==> src/rtl/pidr_pkg.sv <==
// Shared constants and types of the PID temperature regulator.
package pidr_pkg;

	localparam int unsigned CMD_W = 15;
	localparam logic [CMD_W-1:0] CMD_MAX   = 15'd25600;
	localparam logic [CMD_W-1:0] CMD_ONOFF = 15'd12800;

	localparam int unsigned CFG_IDX_W  = 2;
	localparam int unsigned CFG_DATA_W = 16;

	typedef enum logic [CFG_IDX_W-1:0] {
		REG_MODE       = 2'd0,
		REG_PROP_GAIN  = 2'd1,
		REG_INTEG_GAIN = 2'd2,
		REG_DERIV_GAIN = 2'd3
	} reg_idx_t;

	localparam logic        MODE_RST       = 1'b1;
	localparam logic [15:0] PROP_GAIN_RST  = 16'd4506;
	localparam logic [15:0] INTEG_GAIN_RST = 16'd8192;
	localparam logic [15:0] DERIV_GAIN_RST = 16'd61;

	localparam int unsigned FIFO_DEPTH = 2;
	localparam int unsigned FIFO_AW    = $clog2(FIFO_DEPTH);

	typedef struct packed {
		logic        mode;
		logic [15:0] prop_gain;
		logic [15:0] integ_gain;
		logic [15:0] deriv_gain;
	} cfg_t;

	// classified sample handed from front to back
	typedef struct packed {
		logic        pid;
		logic        clear;
		logic        heat;
		logic [16:0] err;
		logic [16:0] prev;
	} job_t;

endpackage

==> src/rtl/pidr_if.sv <==
// Valid/ready channels for samples and commands.
interface pidr_in_if;
	logic               valid;
	logic               ready;
	logic signed [15:0] setpoint;
	logic signed [15:0] temperature;

	modport source(output valid, output setpoint, output temperature, input ready);
	modport sink(input valid, input setpoint, input temperature, output ready);
endinterface

interface pidr_out_if;
	logic        valid;
	logic        ready;
	logic [14:0] command;

	modport source(output valid, output command, input ready);
	modport sink(input valid, input command, output ready);
endinterface

==> src/rtl/pidr_front.sv <==
// Front end: accepts samples, forms the error and tracks setpoint history.
module pidr_front
	import pidr_pkg::*;
(
	input  logic    clk,
	input  logic    arst_n,
	pidr_in_if.sink samples,
	input  logic    mode,
	output logic    job_valid,
	output job_t    job,
	input  logic    job_ready
);

	logic               v_s1;
	job_t               job_s1;
	logic signed [16:0] last_err_q;
	logic signed [15:0] last_sp_q;
	logic               primed_q;
	logic               accept;
	logic signed [16:0] err;
	job_t               job_next;

	assign samples.ready = !v_s1 || job_ready;
	assign accept        = samples.valid && samples.ready;
	assign job_valid     = v_s1;
	assign job           = job_s1;

	always_comb begin
		err = {samples.setpoint[15], samples.setpoint}
			- {samples.temperature[15], samples.temperature};
		job_next.pid   = mode;
		job_next.clear = !primed_q || (samples.setpoint != last_sp_q);
		job_next.heat  = samples.temperature < samples.setpoint;
		job_next.err   = err;
		job_next.prev  = last_err_q;
	end

	always_ff @(posedge clk or negedge arst_n) begin
		if (!arst_n) begin
			v_s1       <= 1'b0;
			last_err_q <= '0;
			last_sp_q  <= '0;
			primed_q   <= 1'b0;
		end else begin
			if (accept) begin
				v_s1 <= 1'b1;
			end else if (job_ready) begin
				v_s1 <= 1'b0;
			end
			// on/off samples leave the PID history alone
			if (accept && mode) begin
				last_err_q <= err;
				last_sp_q  <= samples.setpoint;
				primed_q   <= 1'b1;
			end
		end
	end

	always_ff @(posedge clk) begin
		if (accept) begin
			job_s1 <= job_next;
		end
	end

endmodule

==> src/rtl/pidr_fifo.sv <==
// Short queue between front and back.
module pidr_fifo
	import pidr_pkg::*;
(
	input  logic clk,
	input  logic arst_n,
	input  logic push_valid,
	input  job_t push_data,
	output logic push_ready,
	output logic pop_valid,
	output job_t pop_data,
	input  logic pop_ready
);

	job_t               mem_q [FIFO_DEPTH];
	logic [FIFO_AW-1:0] wr_ptr_q;
	logic [FIFO_AW-1:0] rd_ptr_q;
	logic [FIFO_AW:0]   count_q;
	logic               push;
	logic               pop;

	assign push_ready = count_q != FIFO_DEPTH[FIFO_AW:0];
	assign pop_valid  = count_q != '0;
	assign pop_data   = mem_q[rd_ptr_q];
	assign push       = push_valid && push_ready;
	assign pop        = pop_valid && pop_ready;

	always_ff @(posedge clk or negedge arst_n) begin
		if (!arst_n) begin
			wr_ptr_q <= '0;
			rd_ptr_q <= '0;
			count_q  <= '0;
		end else begin
			if (push) begin
				wr_ptr_q <= (wr_ptr_q == FIFO_AW'(FIFO_DEPTH - 1)) ? '0 : wr_ptr_q + 1'b1;
			end
			if (pop) begin
				rd_ptr_q <= (rd_ptr_q == FIFO_AW'(FIFO_DEPTH - 1)) ? '0 : rd_ptr_q + 1'b1;
			end
			if (push && !pop) begin
				count_q <= count_q + 1'b1;
			end else if (pop && !push) begin
				count_q <= count_q - 1'b1;
			end
		end
	end

	always_ff @(posedge clk) begin
		if (push) begin
			mem_q[wr_ptr_q] <= push_data;
		end
	end

endmodule

==> src/rtl/pidr_back.sv <==
// Back end: gain products, integral update, command sum and clamp, or the on/off level.
module pidr_back
	import pidr_pkg::*;
(
	input  logic        clk,
	input  logic        arst_n,
	input  cfg_t        cfg,
	input  logic        job_valid,
	input  job_t        job,
	output logic        job_ready,
	pidr_out_if.source  commands
);

	logic en;

	// stage 2: products
	logic               v_s2;
	logic               pid_s2;
	logic               clear_s2;
	logic               heat_s2;
	logic signed [21:0] p_s2;
	logic signed [20:0] inc_s2;
	logic signed [21:0] d_s2;

	// stage 3: integral and P+D
	logic               v_s3;
	logic               pid_s3;
	logic               heat_s3;
	logic signed [22:0] pd_s3;
	logic signed [31:0] isum_s3;

	logic signed [31:0] integ_q;
	logic               out_v_q;
	logic [CMD_W-1:0]   cmd_q;

	logic signed [17:0] sum_e;
	logic signed [17:0] diff_e;
	logic signed [33:0] prod_p;
	logic signed [33:0] prod_i;
	logic signed [33:0] prod_d;
	logic signed [21:0] d_eff;
	logic signed [22:0] pd;
	logic signed [32:0] isum_wide;
	logic signed [31:0] isum;
	logic signed [33:0] total;
	logic [CMD_W-1:0]   cmd_next;

	assign en        = !out_v_q || commands.ready;
	assign job_ready = en;
	assign commands.valid   = out_v_q;
	assign commands.command = cmd_q;

	always_comb begin
		sum_e  = $signed({job.prev[16], job.prev}) + $signed({job.err[16], job.err});
		diff_e = $signed({job.err[16], job.err}) - $signed({job.prev[16], job.prev});
		prod_p = $signed({1'b0, cfg.prop_gain}) * $signed(job.err);
		prod_i = $signed({1'b0, cfg.integ_gain}) * sum_e;
		prod_d = $signed({1'b0, cfg.deriv_gain}) * diff_e;
	end

	always_comb begin
		d_eff = clear_s2 ? '0 : d_s2;
		pd    = $signed({p_s2[21], p_s2}) + $signed({d_eff[21], d_eff});
		isum_wide = $signed({integ_q[31], integ_q}) + $signed({{12{inc_s2[20]}}, inc_s2});
		if (clear_s2) begin
			isum = '0;
		end else if (isum_wide[32] != isum_wide[31]) begin
			isum = isum_wide[32] ? 32'sh8000_0000 : 32'sh7FFF_FFFF;
		end else begin
			isum = isum_wide[31:0];
		end
	end

	always_comb begin
		total = $signed({{2{isum_s3[31]}}, isum_s3}) + $signed({{11{pd_s3[22]}}, pd_s3});
		if (!pid_s3) begin
			cmd_next = heat_s3 ? CMD_ONOFF : '0;
		end else if (total[33]) begin
			cmd_next = '0;
		end else if (total > $signed({19'd0, CMD_MAX})) begin
			cmd_next = CMD_MAX;
		end else begin
			cmd_next = total[CMD_W-1:0];
		end
	end

	always_ff @(posedge clk or negedge arst_n) begin
		if (!arst_n) begin
			v_s2    <= 1'b0;
			v_s3    <= 1'b0;
			out_v_q <= 1'b0;
			integ_q <= '0;
		end else if (en) begin
			v_s2    <= job_valid;
			v_s3    <= v_s2;
			out_v_q <= v_s3;
			if (v_s2 && pid_s2) begin
				integ_q <= isum;
			end
		end
	end

	always_ff @(posedge clk) begin
		if (en) begin
			pid_s2   <= job.pid;
			clear_s2 <= job.clear;
			heat_s2  <= job.heat;
			p_s2     <= prod_p[33:12];
			inc_s2   <= prod_i[33:13];
			d_s2     <= prod_d[33:12];
			pid_s3   <= pid_s2;
			heat_s3  <= heat_s2;
			pd_s3    <= pd;
			isum_s3  <= isum;
			cmd_q    <= cmd_next;
		end
	end

endmodule

==> src/rtl/pid_temperature_regulator_unit.sv <==
// PID temperature regulator, top level.
//
// samples: setpoint and temperature (signed Q8.8) per item, valid/ready.
// commands: heater drive in percent, Q8.8 0..25600, one item per sample.
// cfg_wr_en/cfg_index/cfg_data write mode and the three Q4.12 gains; write
// only while no sample is in flight.
// A sample passes the front stage register, the queue, back stages 2 and 3
// and the output register. Throughput: one sample per cycle while nothing
// stalls, set by the integral add/saturate loop in the back end.
// A two-entry queue sits between the front (error, setpoint history) and the
// back (gain products, integral, clamp). When commands.ready is low the back
// holds its output item and stops; the front keeps taking samples until the
// queue and its own stage are full, then drops samples.ready.
// Reset loads the default gains and PID mode, clears the integral and the
// history; the first PID sample after reset starts with a cleared integral.
module pid_temperature_regulator_unit
	import pidr_pkg::*;
(
	input  logic                  clk,
	input  logic                  arst_n,
	pidr_in_if.sink               samples,
	pidr_out_if.source            commands,
	input  logic                  cfg_wr_en,
	input  logic [CFG_IDX_W-1:0]  cfg_index,
	input  logic [CFG_DATA_W-1:0] cfg_data
);

	cfg_t cfg_q;
	logic front_valid;
	job_t front_job;
	logic front_ready;
	logic back_valid;
	job_t back_job;
	logic back_ready;

	always_ff @(posedge clk or negedge arst_n) begin
		if (!arst_n) begin
			cfg_q.mode       <= MODE_RST;
			cfg_q.prop_gain  <= PROP_GAIN_RST;
			cfg_q.integ_gain <= INTEG_GAIN_RST;
			cfg_q.deriv_gain <= DERIV_GAIN_RST;
		end else if (cfg_wr_en) begin
			case (reg_idx_t'(cfg_index))
				REG_MODE:       cfg_q.mode       <= cfg_data[0];
				REG_PROP_GAIN:  cfg_q.prop_gain  <= cfg_data;
				REG_INTEG_GAIN: cfg_q.integ_gain <= cfg_data;
				REG_DERIV_GAIN: cfg_q.deriv_gain <= cfg_data;
				default: ;
			endcase
		end
	end

	pidr_front u_front (
		.clk       (clk),
		.arst_n    (arst_n),
		.samples   (samples),
		.mode      (cfg_q.mode),
		.job_valid (front_valid),
		.job       (front_job),
		.job_ready (front_ready)
	);

	pidr_fifo u_fifo (
		.clk        (clk),
		.arst_n     (arst_n),
		.push_valid (front_valid),
		.push_data  (front_job),
		.push_ready (front_ready),
		.pop_valid  (back_valid),
		.pop_data   (back_job),
		.pop_ready  (back_ready)
	);

	pidr_back u_back (
		.clk       (clk),
		.arst_n    (arst_n),
		.cfg       (cfg_q),
		.job_valid (back_valid),
		.job       (back_job),
		.job_ready (back_ready),
		.commands  (commands)
	);

endmodule

==> src/flat_wrapper.sv <==
// flat-port wrapper written by rule: the top's interface ports become plain ports
module pid_temperature_regulator_unit_flat import pidr_pkg::*;
  (clk, arst_n, cfg_wr_en, cfg_index, cfg_data, samples_valid, samples_setpoint, samples_temperature, samples_ready, commands_valid, commands_command, commands_ready);
  pidr_in_if samples_i ();
  pidr_out_if commands_i ();
  input  logic clk;
  input  logic arst_n;
  input  logic cfg_wr_en;
  input  logic [CFG_IDX_W-1:0] cfg_index;
  input  logic [CFG_DATA_W-1:0] cfg_data;
  input wire logic [$bits(samples_i.valid)-1:0] samples_valid;
  input wire logic [$bits(samples_i.setpoint)-1:0] samples_setpoint;
  input wire logic [$bits(samples_i.temperature)-1:0] samples_temperature;
  output wire logic [$bits(samples_i.ready)-1:0] samples_ready;
  output wire logic [$bits(commands_i.valid)-1:0] commands_valid;
  output wire logic [$bits(commands_i.command)-1:0] commands_command;
  input wire logic [$bits(commands_i.ready)-1:0] commands_ready;
  assign samples_i.valid = samples_valid;
  assign samples_i.setpoint = samples_setpoint;
  assign samples_i.temperature = samples_temperature;
  assign samples_ready = samples_i.ready;
  assign commands_valid = commands_i.valid;
  assign commands_command = commands_i.command;
  assign commands_i.ready = commands_ready;
  pid_temperature_regulator_unit u_core (.clk(clk), .arst_n(arst_n), .samples(samples_i), .commands(commands_i), .cfg_wr_en(cfg_wr_en), .cfg_index(cfg_index), .cfg_data(cfg_data));
endmodule
==> config.mk <==
export PLATFORM = sky130hd
export DESIGN_NAME = pid_temperature_regulator_unit_flat
export DESIGN_NICKNAME = d
export VERILOG_FILES = /design/src/rtl/pidr_pkg.sv /design/src/rtl/pidr_if.sv /design/src/rtl/pidr_front.sv /design/src/rtl/pidr_fifo.sv /design/src/rtl/pidr_back.sv /design/src/rtl/pid_temperature_regulator_unit.sv /design/src/flat_wrapper.sv
export SDC_FILE = /design/constraint.sdc
export NUM_CORES = 2
export LEC_CHECK = 0
export ABC_AREA = 1
export BUFFER_PORTS_ARGS = -buffer_cell sky130_fd_sc_hd__buf_2
export CORE_ASPECT_RATIO = 0.9
export CORE_MARGIN = 3
export CORE_UTILIZATION = 50
export DETAILED_ROUTE_END_ITERATION = 6
export GPL_TIMING_DRIVEN = 1
export PLACE_DENSITY_LB_ADDON = 0.25
export SLEW_MARGIN = 10
export SYNTH_ARGS = -nofsm -noshare
export SYNTH_HDL_FRONTEND = slang
export SYNTH_SLANG_ARGS = --single-unit
==> constraint.sdc <==
create_clock -name clk -period 8.98 [get_ports clk]
set_input_delay 1.796 -clock clk [delete_from_list [all_inputs] [get_ports clk]]
set_output_delay 1.796 -clock clk [all_outputs]
set_load 0.005 [all_outputs]
==> out/metrics.cfg <==
[setup_path]
rrSetupSlack_ps = 430
cp_data_required_time_ps = 9330
arrival_ps = 8900
end_kind = flip-flop
worst_r2r_endpoint = u_core.u_back.d_s2[18]$_DFFE_PP_
cpMaxStageDelayCell = fa_1
critPathMaxFanout = 37
r2r_cells = 32
max_stage_delay_ps = 590
rr_startpoint = u_core.u_fifo.rd_ptr_q$_DFFE_PN0P_
worstSetupPathType = flip-flop to flip-flop
cp_common_cell = fa_1
start_kind = flip-flop

[routing]
drtIter0Drc = 3378
via_per_inst = 5.32
vias = 41197
drt-wirelength-per-cell_um = 19.3
first_pass_iters = 6
routed_wl_mm = 150
ant_nets = 0
post-route-drc-count = 0

[sta]
tightest_slew_ps = 1240
maxSlewHeadroom_pct = 17.4
slew_viol_final = 0
skew_ps = 30.3
finalCriticalPeriod_ps = 8550
max_freq_mhz = 117
final.period_utilization_pct = 95.2
setup_viol = 0
final-hold-violation-count = 0
postLayoutSetupSlackWorst_ps = 429

[final_layout]
final_common_cell = inv_1
fin_nets = 7603
antennaDiodeCount = 0
most-common-layout-cells = 1456 x inv_1, 1261 x nand2_1, 770 x fa_1
seqCellArea_sq_um = 10600
multi_input_area_sq_um = 35600
syn_to_final_growth_pct = 6.39
layout-drive-gt1-share_pct = 6.13
fill_cells = 9662
fin_util_pct = 53.8
final_cell_area_sq_um = 55800

[logic_synthesis]
synth_nets = 7554
async_reset_ff_share_pct = 32.9
avgSynthCellArea_sq_um = 8.34
yosys_most_used_dff = edfxtp_1
ys_warn_count = 0
syn_inst = 6296
synthDistinctLibCells = 67
syn-cell-area_sq_um = 52500
ys_seq_elements = 374
ys_seq_area_share_pct = 20.3
synth_edf_count = 251

[clock_tree]
clkSinkCount = 374
clk_pin_slew_ps = 80
clockBufferDepth = 3
htreeDepth = 2
root_buffer = clkbuf_16
clk_latency_ps = 610
tritoncts = built
cts_buffers = 42

[floorplan]
core_sq_um = 104000
die_area_sq_um = 109000
boundaryPins = 72
start_util_pct = 50.5
die_w_um = 348
fp-row-count = 112
chipHeight_um = 313

[hold_path]
worst_hold_startpoint = u_core.u_back.heat_s2$_DFFE_PP_
hold_path.class = flip-flop to flip-flop
holdPathEnd = u_core.u_back.heat_s3$_DFFE_PP_
min_path_cells = 0

[global_routing]
grt.total_usage_pct = 27.9
gr-total-overflow = 0
grt_pass1_wl_mm = 237
antenna_found_initial = 4
grt_pass1_vias = 42177
grt_start_max_net_pins = 67

[job]
cap_violations = 0

[placed_design]
dp_slack_ps = 273
placedInstanceArea_sq_um = 54400
io_buffers = 71
hpwl_mm = 124
gp_congestion = 0.997

[run_status]
status = complete, no violations

==> logic make-up (layout without fill, tap and decap cells) <==
family	Yosys count	count (layout)	synth area share, %
AOI/OAI and AO/OA	558	558	6.14
xor gates and xnor gates	202	202	3.48
adders and majority gates	1203	1203	39.7
buffers and inverters	1641	1724	12.1
DFF	374	374	20.3
and+or+nand+nor	2318	2318	18.3
==> routing by layer <==
metal	global-route usage, %	up-vias	share of wire [%]
li1	-	19237	-
met1	38.3	19860	43
met2	44.2	1744	45
met3	5.48	352	8.4
met4	9.88	4	4.1
met5	0	-	0.018
==> what timing repair did <==
| action | 4_1_cts | 5_1_grt |
|---|---|---|
| buffers inserted | 0 | 2 |
| resized for setup | 0 | 20 |
| setup endpoints to repair | 0 | 20 |
| hold buffers | 0 | 0 |
==> per-stage QoR <==
stage | hold WS [ps] | std cells | TNS (ps)
2_1_floorplan | 400 | 6296 | 0
3_3_place_gp | 405 | 7667 | 0
3_5_place_dp | 406 | 7667 | 0
4_1_cts | 419 | 7745 | 0
5_1_grt | 444 | 7747 | -0.666
6_report | 420 | 7747 | 0
==> worst max-delay path, delay by kind of cell (launching register included) <==
kind / cells / cell delay, ps
buf+inv: 7 / 890
compound gates: 7 / 1260
fa+ha+maj: 8 / 3870
flops: 1 / 370
simple gates: 8 / 1260
xor+xnor: 2 / 660
==> worst max-delay path by stage <==
stage / start / to / depth (start not counted)
3_5_place_dp: u_core.u_fifo.rd_ptr_q$_DFFE_PN0P_ / u_core.u_back.d_s2[20]$_DFFE_PP_ / 32
6_report: u_core.u_fifo.rd_ptr_q$_DFFE_PN0P_ / u_core.u_back.d_s2[18]$_DFFE_PP_ / 32
2_1_floorplan: u_core.u_fifo.rd_ptr_q$_DFFE_PN0P_ / u_core.u_back.inc_s2[14]$_DFFE_PP_ / 41
3_3_place_gp: u_core.u_fifo.rd_ptr_q$_DFFE_PN0P_ / u_core.u_back.d_s2[18]$_DFFE_PP_ / 32
5_1_grt: u_core.u_fifo.rd_ptr_q$_DFFE_PN0P_ / u_core.u_back.d_s2[19]$_DFFE_PP_ / 38
4_1_cts: u_core.u_fifo.rd_ptr_q$_DFFE_PN0P_ / u_core.u_back.d_s2[20]$_DFFE_PP_ / 35
==> cell usage after synthesis, drive strengths merged (12+ instances only) <==
master     n  area (sq um)
xor2     126          1160
a31oi     20           125
or2       67           419
nor4      21           146
xnor2     76           666
nand4     36           225
nor2     596          2270
fa       772         15500
clkinv    25          93.8
ha       431          5390
nand3    261          1350
dfrtp    110          2750
buf       37           284
o21a      12          90.1
nor3      38           205
a21oi    236          1240
dfstp     13           342
o21ai    207          1060
clkbuf   110           457
nand2   1283          4870
a21o      14           105
edfxtp   251          7540
inv     1468          5510
==> flip-flops by register name (all words and copies together), names as in the netlist, 17 cells and up <==
name                       flops
u_core.u_back.inc_s2          21
u_core.u_back.d_s2            22
u_core.u_back.integ_q         32
u_core.u_front.job            37
u_core.cfg_q                  49
u_core.u_back.pd_s3           23
u_core.u_back.p_s2            22
u_core.u_back.isum_s3         32
u_core.u_fifo.mem_q           74
u_core.u_front.last_err_q     17
==> cell type report <==
type	count	share of cell area [%]
Clock buffer	55	2.01
Sequential cell	374	19.0
Multi-Input combinational cell	4281	63.7
Timing Repair Buffer	153	1.75
Inverter	1493	10.1
Clock inverter	23	0.363
Tap cell	1368	3.07
Power is left out: the tool's default activity adds up to more than one toggle a clock period on the data nets, which glitch-free logic cannot reach.
